## config.mk

```make
export PLATFORM = sky130hd
export DESIGN_NAME = fflsa_addr
export DESIGN_NICKNAME = d
export VERILOG_FILES = /design/src/rtl/core/fflsa_pkg.sv /design/src/rtl/core/fflsa_addr.sv
export SDC_FILE = /design/constraint.sdc
export NUM_CORES = 1
export LEC_CHECK = 0
export BUFFER_PORTS_ARGS = -buffer_cell sky130_fd_sc_hd__buf_2
export CORE_ASPECT_RATIO = 0.9
export CORE_MARGIN = 1.5
export CORE_UTILIZATION = 56
export CTS_CLUSTER_SIZE = 16
export DETAILED_ROUTE_END_ITERATION = 6
export PLACE_DENSITY = 0.82
export SLEW_MARGIN = 15
export SYNTH_ARGS = -nofsm -noshare
export SYNTH_HDL_FRONTEND = slang
export SYNTH_SLANG_ARGS = --single-unit
```

## constraint.sdc

```tcl
create_clock -name clk -period 4.9 [get_ports clk]
set_input_delay 0.49 -clock clk [delete_from_list [all_inputs] [get_ports clk]]
set_output_delay 0.49 -clock clk [all_outputs]
set_load 0.02 [all_outputs]
```

## src/rtl/core/fflsa_pkg.sv

```systemverilog
// Shared types and codes for the free-list slot allocator.
`timescale 1ns / 1ps
`default_nettype none
package fflsa_pkg;

	typedef enum logic [1:0] {
		ST_OK       = 2'd0,
		ST_EMPTY    = 2'd1,
		ST_RANGE    = 2'd2,
		ST_OVERFLOW = 2'd3
	} status_t;

	localparam logic [1:0] KIND_ALLOC  = 2'd0;
	localparam logic [1:0] KIND_FREE   = 2'd1;
	localparam logic [1:0] KIND_HANDLE = 2'd2;

	localparam logic [1:0] CFG_SLOT_COUNT  = 2'd0;
	localparam logic [1:0] CFG_SLOT_STRIDE = 2'd1;
	localparam logic [1:0] CFG_CPU_BASE    = 2'd2;
	localparam logic [1:0] CFG_GPU_BASE    = 2'd3;

	localparam int IndexW  = 10;
	localparam int CountW  = 11;
	localparam int StrideW = 13;
	localparam int AddrW   = 64;
	localparam int ProdW   = CountW + StrideW;

	// Control carried with an item from the accept stage to the address stages.
	typedef struct packed {
		status_t status;
		logic    use_addr;
		logic    show_grant;
		logic    from_mem;
	} ctl_t;

endpackage
`default_nettype wire

```

## src/rtl/core/fflsa_addr.sv

```systemverilog
// Address stages: index times stride, base add, and the output register.
`timescale 1ns / 1ps
`default_nettype none
module fflsa_addr import fflsa_pkg::*; (
	input  wire logic               clk,
	input  wire logic               arst_n,
	input  wire logic [StrideW-1:0] slot_stride,
	input  wire logic [AddrW-1:0]   cpu_base,
	input  wire logic [AddrW-1:0]   gpu_base,
	input  wire logic               s1_valid,
	input  wire ctl_t               s1_ctl,
	input  wire logic [CountW-1:0]  s1_index,
	input  wire logic [IndexW-1:0]  mem_rdata,
	output logic                    s1_ready,
	output logic                    m_tvalid,
	input  wire logic               m_tready,
	output logic      [143:0]       m_tdata,
	output logic      [1:0]         m_tuser
);

	logic              valid_s2;
	status_t           status_s2;
	logic              use_addr_s2;
	logic [IndexW-1:0] granted_s2;
	logic [ProdW-1:0]  prod_s2;

	logic              out_valid_q;
	status_t           status_q;
	logic [IndexW-1:0] granted_q;
	logic [AddrW-1:0]  cpu_q;
	logic [AddrW-1:0]  gpu_q;

	logic              adv_out;
	logic [CountW-1:0] idx_s1;

	assign adv_out  = !out_valid_q || m_tready;
	assign s1_ready = !valid_s2 || adv_out;
	assign idx_s1   = s1_ctl.from_mem ? {1'b0, mem_rdata} : s1_index;

	always_ff @(posedge clk or negedge arst_n) begin
		if (!arst_n) begin
			valid_s2    <= 1'b0;
			out_valid_q <= 1'b0;
		end else begin
			if (s1_ready) begin
				valid_s2 <= s1_valid;
			end
			if (adv_out) begin
				out_valid_q <= valid_s2;
			end
		end
	end

	always_ff @(posedge clk) begin
		if (s1_ready && s1_valid) begin
			status_s2   <= s1_ctl.status;
			use_addr_s2 <= s1_ctl.use_addr;
			granted_s2  <= s1_ctl.show_grant ? idx_s1[IndexW-1:0] : '0;
			prod_s2     <= ProdW'(idx_s1) * ProdW'(slot_stride);
		end
		if (adv_out && valid_s2) begin
			status_q  <= status_s2;
			granted_q <= granted_s2;
			cpu_q     <= use_addr_s2 ? cpu_base + AddrW'(prod_s2) : '0;
			gpu_q     <= use_addr_s2 ? gpu_base + AddrW'(prod_s2) : '0;
		end
	end

	assign m_tvalid = out_valid_q;
	assign m_tuser  = status_q;
	assign m_tdata  = {6'd0, gpu_q, cpu_q, granted_q};

	a_grant_ok: assert property (@(posedge clk) disable iff (!arst_n)
		(out_valid_q && granted_q != '0) |-> status_q == ST_OK)
		else $error("grant shown with an error status");

	a_err_zero: assert property (@(posedge clk) disable iff (!arst_n)
		(out_valid_q && status_q != ST_OK) |-> (cpu_q == '0) && (gpu_q == '0))
		else $error("addresses shown with an error status");

	a_s2_hold: assert property (@(posedge clk) disable iff (!arst_n)
		(valid_s2 && !adv_out) |=> valid_s2 && $stable(prod_s2))
		else $error("stalled item in s2 was lost");

endmodule
`default_nettype wire

```

Yosys cells after proc, flatten, opt, wreduce, memory -nomap -nowiden

Cells that the tools add are included.
W data, S select, Z words.

$add $sub $neg: 2
$mul: 1
Multiplexer cells: 1
Reduce and logical (&&, ||, !) cells: 6

Operators by type and width:

| cell                | count |
|---|---|
| $add A64 B24 Y64    | 2 |
| $mul A11 B13 Y24    | 1 |
| $mux W11            | 1 |
| $logic_and A1 B1 Y1 | 2 |
| $logic_not A1 Y1    | 2 |
| $logic_or A1 B1 Y1  | 2 |

Register bits: 179
Input port bits: 171
Output and inout port bits: 148

Depth between registers and ports, before layout

Gate-level depths: netlist (run 1).

Word-level depth: 4
Gate-level depth with buffers: 23
Gate-level depth less buffers: 21

Worst setup path after synthesis (run 1)

No wires, ideal clock.

Path kind: input to register
From: in s1_ctl[0] in the netlist's numbering
To: reg prod_s2[23] (data pin)
Library setup time: 0.260 ns
Data arrival time: 5.914 ns
Data required time: 4.640 ns
Path slack: -1.274 ns
Stages on the path: 20
Path buffers: 2
Cells stage by stage: clkbuf_1 -> mux2_2 -> clkbuf_1 -> nand2_1 -> fa_1 -> fa_1 -> fa_1 -> inv_1 -> fa_1 -> inv_1 -> fa_1 -> inv_1 -> ha_1 -> or3_1 -> o211ai_1 -> a31oi_1 -> a221o_1 -> a221o_1 -> a21oi_1 -> xnor2_1

Cells in the longest elaborated chain, start to end: 2

RTL lines:

| element                | RTL line         | RTL |
|---|---|---|
| start: declaration     | fflsa_addr.sv:11 | `input wire ctl_t s1_ctl,` |
| $mux W11               | fflsa_addr.sv:38 | `assign idx_s1 = s1_ctl.from_mem ? {1'b0, mem_rdata} : s1_index;` |
| $mul A11 B13 Y24       | fflsa_addr.sv:59 | `prod_s2 <= ProdW'(idx_s1) * ProdW'(slot_stride);` |
| end signal: assignment | fflsa_addr.sv:59 |  |
| end: declaration       | fflsa_addr.sv:25 | `logic [ProdW-1:0] prod_s2;` |

Every way passes these cells.
A chain may end at the register's enable or synchronous reset.

Worst setup path in the final report (run 1)

From: in s1_ctl[0] in the netlist's numbering
To: reg prod_s2[21] (data pin)

Same word-level chain as after synthesis.

==> results of run 1 <==
[placed cells by master (no fill, tap or decap), drive strengths merged, types with 17 or more instances in the layout]
master	Yosys	layout
or3	30	30
a21oi	95	95
ha	110	110
and2	75	75
nor2b	30	30
xnor2	32	32
a21o	44	44
clkbuf	52	17
o21ai	57	57
fa	100	100
nand2	141	141
nand2b	26	26
edfxtp	177	177
inv	156	163
and3	26	26
nor2	90	90
xor2	43	43
nand3	31	31
buf	13	409
[worst reg2reg max path, delay by kind of cell (launching register included)]
kind	cells	cell delay (ps)
AND/OR/NAND/NOR	5	1560
flip-flops	1	430
AO/OA/AOI/OAI	3	1150
adder cells (fa/ha/maj)	1	430
[cell families (layout without fill, tap and decap cells)]
logic type | Yosys count | after routing | share of synthesized area [%]
adder cells (fa/ha/maj) | 210 | 210 | 22.4
other | 1 | 18 | 0.0248
buffers and inverters | 221 | 598 | 5.74
AO/OA/AOI/OAI | 299 | 299 | 12.9
multiplexers | 19 | 19 | 1.32
XOR/XNOR | 75 | 75 | 4.35
flip-flops | 179 | 179 | 35.5
AND/OR/NAND/NOR | 516 | 516 | 17.8
[per-stage QoR]
step | setup slack, ps | total power, mW | area, um2
floorplan | -749 | 6.53 | 15400
global placement | -969 | 8.08 | 17700
detailed placement | -1100 | 8.27 | 17700
CTS | -546 | 9.88 | 18400
global route | -777 | 10.8 | 18500
finish | -551 | 10.0 | 18500
[power by group through the flow]
| stage | registers, mW | logic, mW | clock network (mW) |
|---|---|---|---|
| 6_report | 2.34 | 6.30 | 1.41 |
| 5_1_grt | 2.36 | 7.01 | 1.47 |
| 4_1_cts | 2.34 | 6.12 | 1.43 |
| 3_5_place_dp | 2.37 | 5.90 | 0 |
| 3_3_place_gp | 2.36 | 5.71 | 0 |
| 2_1_floorplan | 2.55 | 3.99 | 0 |
[sequential cells by signal, summed over array words and instances (netlist names)]
name / cells
status_s2: 2
gpu_q: 64
prod_s2: 24
cpu_q: 64
granted_s2: 10
m_tvalid: 1
granted_q: 10
m_tuser: 2
valid_s2: 1
use_addr_s2: 1
[layer usage]
metal | routed length (um) | global-route usage, %
met5 | 24 | 0
met4 | 1360 | 11.8
met3 | 2670 | 4.05
met2 | 20500 | 50.3
met1 | 15700 | 34.3
[worst min-delay path by stage]
stage,endpoint,slack [ps],cells past startpoint
after global routing,status_s2[1],220,1
after CTS,status_s2[1],220,1
after detailed placement,m_tvalid,280,1
after global placement,m_tvalid,280,1
after floorplan,m_tvalid,190,0
final,status_s2[1],240,1
[area by class of cell]
| cell class | instances | area share, % |
|---|---|---|
| antenna | 12 | 0.162 |
| timing repair buffer | 410 | 12.7 |
| tap | 348 | 2.35 |
| sequential | 179 | 29.0 |
| clock buffer | 17 | 2.30 |
| clock inverter | 15 | 0.967 |
| inverter | 156 | 3.17 |
| multi-input combinational | 1125 | 49.4 |
[repair_timing]
item,CTS,global route
hold endpoints to repair,2,0
pin swaps,20,27
resized for setup,15,17
hold buffers,1,0
setup endpoints to repair,11,12
setup buffers,7,3
==> impl_metrics.yaml, run 1 <==
setup_path:
  r2r-end: "gpu_q[63]"
  worstSetupEndpoint: "prod_s2[21]"
  arrival_ps: 5620
  path_delay_family: "adder cells"
  timing.rr.start: "prod_s2[7]"
  worstSetupPathType: "primary input to flop"
  crit_required_ps: 5070
  cpMostUsedCell: "fa_1"
  crit_slowest_cell: "fa_1"
  cp_slowest_stage_delay_ps: 540
  critPathBufInv: 7
  critical_path.startpoint: "s1_ctl[0]"
  cp_cell_sequence: "buf_12, buf_6, mux2_4, buf_6, nand2_4, fa_1, fa_1, fa_1, inv_1, fa_1, inv_2, fa_1, inv_1, ha_2, or3_1, o211ai_1, a31oi_2, a221o_1, buf_4, a21o_1, a21oi_2, xnor2_1"
  worst-path-stages: 22
  r2r_cells: 9
  rrSetupSlack_ps: 1150
  crit_path_start_kind: "primary input"
  path_max_fanout: 8
  endpoint_kind: "flop"
global_routing:
  grt.total_usage_pct: 28.4
  grt_remaining_overflow: 0
  grt_pass1_wl_mm: 63.0
  grt_pass1_vias: 12500
  antenna_found_initial: 13
  grt_max_degree: 141
timing:
  whs_ps: 238
  finalSetupTns_ps: -2740
  finalMaxSlewViolations: 0
  hold_violations: 0
  finalSetupViolCount: 9
  fin_ws_ps: -551
  rsz0062_at_grt: "yes"
  max_slew_margin_pct: 43.7
  clock.fmax_mhz: 183
  tightest_slew_ps: 844
  layout_min_cycle_time_ps: 5450
  finalCritPeriodShare_pct: 111
  finClkSkew_ps: 25.5
layout:
  nNetsFinal: 2270
  multiInputGateArea_um2: 9130
  fin_util_pct: 70.4
  drive_above_1_share_pct: 26.8
  stdcell_count: 2262
  seq_area_um2: 5370
  fillers: 1958
  syn_to_final_growth_pct: 22.4
logic_synthesis:
  synth_enable_flop_cells: 177
  synth_area_per_cell_um2: 9.94
  ys_ff_latch: 179
  yosys-top-cells-count: "edfxtp_1 (177), inv_1 (156), nand2_1 (141)"
  synth_top_area_share_pct: 35.2
  ys_types: 70
  yosysMostFrequentCell: "edfxtp_1"
  ys_seq_area_share_pct: 35.5
  yosys-top-cells-area: "edfxtp_1 (35%), fa_1 (13%), ha_1 (9.1%), inv_1 (3.9%), nand2_1 (3.5%)"
  synth-main-ff-cell: "edfxtp_1"
  yosys.area.top_type: "edfxtp_1"
  synth_cells: 1520
  synth_warnings: 0
  async_flop_share_pct: 1.12
  netlist_area_um2: 15100
detailed_routing:
  firstDrtPassIters: 5
  wl_mm: 40.2
  ant_nets: 0
  avgViaCountPerCell: 5.67
  via_count: 12800
  drc: 0
  wl_per_cell_um: 17.8
  first_iter_violations: 904
floorplan:
  rows: 56
  die_y_um: 159
  die-area_um2: 28000
  die_w_um: 176
  start_util_pct: 57.5
  pin_count: 319
  core_um2: 26300
placed_design:
  port_buffers: 312
  routabilityCongestion: 0.933
  dp_cells: 2208
  dp_hpwl_mm: 31.4
power:
  p_int_mw: 5.84
  p_clk_share_pct: 14.0
  p_switching_mw: 4.20
  powerDensity_nw_per_um2: 543
  seqPwrFrac_pct: 23.3
  p_leak_nw: 8.38
  switching_share_pct: 41.9
  combPwrFrac_pct: 62.7
  ir_drop_uv: 431
clock_network:
  clk_pin_slew_ps: 70
  clock-sinks: 179
  clk_path_buf_depth: 2
  clkLatencyLatePin_ps: 450
  htree_levels: 4
  numCtsBuffers: 17
  root_buffer: "clkbuf_16"
  cts_tree: "yes"
run:
  cap_violations: 0
run_status:
  status: "finished with violations"
  violations: "negative setup slack"
worst_hold_path:
  min_path_type: "primary input to flop"
  min_from: "s1_ctl[4]"
No activity file was read; power rests on OpenSTA's default activity.
==> inputs of run 2 (changes only) <==
--- a/config.mk
+++ b/config.mk
@@ -12,6 +12,7 @@
 export CTS_CLUSTER_SIZE = 16
 export DETAILED_ROUTE_END_ITERATION = 6
 export PLACE_DENSITY = 0.82
+export REMOVE_ABC_BUFFERS = 1
 export SLEW_MARGIN = 15
 export SYNTH_ARGS = -nofsm -noshare
 export SYNTH_HDL_FRONTEND = slang
==> run 2 against run 1 <==
Effect of this change:
- the run still ends with negative setup slack left
- global-route usage up 1.2 points
- core utilization up 0.83 points
- die area unchanged
- clock-buffer cell count unchanged
- critical path type unchanged
- critical endpoint is now prod_s2[23]
- largest power group unchanged
==> impl_metrics.yaml, run 2 (synthesized netlist as in run 1, its figures left out) <==
run_status:
  status: "finished with violations"
  violations: "negative setup slack"
detailed_routing:
  ant_nets: 0
  drc: 0
  first_iter_violations: 1272
  via_count: 13200
  wl_met1_mm: 15.7
  top_layer: "met4"
  wl_per_cell_um: 18.4
  met3_length_mm: 3.24
  wl_mm: 41.7
  avgViaCountPerCell: 5.78
  firstDrtPassIters: 5
  wl_met2_mm: 20.9
timing:
  hold_violations: 0
  clock.fmax_mhz: 189
  tightest_slew_ps: 873
  finalMaxSlewViolations: 0
  finClkSkew_ps: 17.2
  layout_min_cycle_time_ps: 5300
  finalSetupTns_ps: -1280
  fin_ws_ps: -399
  finalCritPeriodShare_pct: 108
  finalSetupViolCount: 6
  whs_ps: 220
  rsz0062_at_grt: "yes"
  max_slew_margin_pct: 41.8
placed_design:
  dp_slack_ps: -1260
  dp_hpwl_mm: 32.2
  dp_cells: 2216
  port_buffers: 312
  postPlaceCellArea_um2: 17600
  routabilityCongestion: 0.915
layout:
  stdcell_count: 2275
  reg_top3: "cpu_q x64, gpu_q x64, prod_s2 x24"
  stdcell_area_um2: 18700
  seq_area_um2: 5370
  final_cell_mix: "buf_2 (311), edfxtp_1 (177), inv_1 (140)"
  syn_to_final_growth_pct: 23.8
  fillers: 1898
  final_common_cell: "buf_2"
  nNetsFinal: 2283
  drive_above_1_share_pct: 28.8
  fin_util_pct: 71.2
  multiInputGateArea_um2: 9230
setup_path:
  crit_slowest_cell: "fa_1"
  cp_slowest_stage_delay_ps: 520
  endpoint_kind: "flop"
  arrival_ps: 5490
  path_max_fanout: 5
  path_delay_family: "adder cells"
  crit_path_start_kind: "primary input"
  critPathBufInv: 5
  cp_cell_sequence: "buf_12, mux2_4, buf_6, nand2_2, fa_1, fa_2, fa_1, inv_2, fa_1, inv_2, fa_1, inv_1, ha_2, or3_1, o211ai_1, a31oi_2, a221o_1, a221o_1, a21oi_2, xnor2_1"
  worstSetupPathType: "primary input to flop"
  cpMostUsedCell: "fa_1"
  crit_required_ps: 5100
global_routing:
  grt_pass1_wl_mm: 65.4
  antenna_found_initial: 12
  grt_pass1_vias: 13100
  grt_remaining_overflow: 0
  grt.total_usage_pct: 29.5
  grt_max_degree: 87
power:
  powerDensity_nw_per_um2: 559
  p_switching_mw: 4.44
  seqPwrFrac_pct: 22.4
  p_int_mw: 6.02
  total_power_mw: 10.5
  p_leak_nw: 8.46
  p_clk_share_pct: 12.8
  switching_share_pct: 42.5
  combPwrFrac_pct: 64.8
  ir_drop_uv: 534
clock_network:
  numCtsBuffers: 17
  clk_pin_slew_ps: 80
  root_buffer: "clkbuf_16"
  cts_tree: "yes"
  clock-sinks: 179
  clk_path_buf_depth: 2
  clkLatencyLatePin_ps: 440
  htree_levels: 4
worst_hold_path:
  min_path_type: "primary input to flop"
floorplan:
  die-area_um2: 28000
  start_util_pct: 57.5
  core_um2: 26300
  die_y_um: 159
  rows: 56
  die_w_um: 176
  pin_count: 319
run:
  cap_violations: 0
==> run 2: cell count changes in the layout (fill, tap and decap cells not counted), sizes merged <==
cell / previous run / this run
clkinv: 8 / 10
inv: 163 / 160
diode: 12 / 13
buf: 409 / 422
==> run 2: layer usage <==
layer	global-route usage, %	vias to the layer above
met5	0	-
met2	51.5	663
met4	15.7	0
li1	-	6097
met1	35.1	6274
met3	4.07	120
==> run 2: layout make-up <==
type | instances | area share, %
multi-input cells | 1125 | 49.3
clock buffers | 17 | 2.27
flip-flops and latches | 179 | 28.7
diodes | 13 | 0.174
well taps | 348 | 2.33
repair buffers | 423 | 13.3
inverters | 156 | 3.14
clock inverters | 14 | 0.769
==> run 2: worst reg2reg max path: stages, from the launching register on <==
cell and delay [ps]:
edfxtp_1 460, ha_1 330, a211o_1 320, a2111oi_0 610
nor3_1 190, o21ai_0 380, a211oi_2 240, nor2_1 520
buf_4 290, or4_1 130, a21oi_1 70
==> run 2: final timing paths <==
check,start,endpoint,slack [ps],cells after the start
worst max register to register,prod_s2[1],cpu_q[43],1110,10
worst min-delay path,s1_ctl[3],status_s2[0],220,1
min in group asynchronous,arst_n,m_tvalid,380,2
worst min register to register,granted_s2[5],granted_q[5],420,0
worst max-delay path,s1_ctl[0],prod_s2[23],-400,20
max in group asynchronous,arst_n,valid_s2,4430,2
==> run 2: what timing repair did <==
action                                 CTS  global route
hold buffers                             1             0
gates resized for setup                 86            18
cloned                                   1             0
setup endpoints to repair               12             9
setup buffers                           11             5
pin swaps                               73            29
endpoints found under the hold margin    2             0
==> run 2: power by group through the flow <==
stage / Combinational (mW) / Clock [mW] / Sequential [mW]
floorplan: 3.67 / 0 / 2.55
finish: 6.77 / 1.34 / 2.34
CTS: 6.37 / 1.35 / 2.34
global route: 7.43 / 1.41 / 2.36
global placement: 5.49 / 0 / 2.36
detailed placement: 5.69 / 0 / 2.37
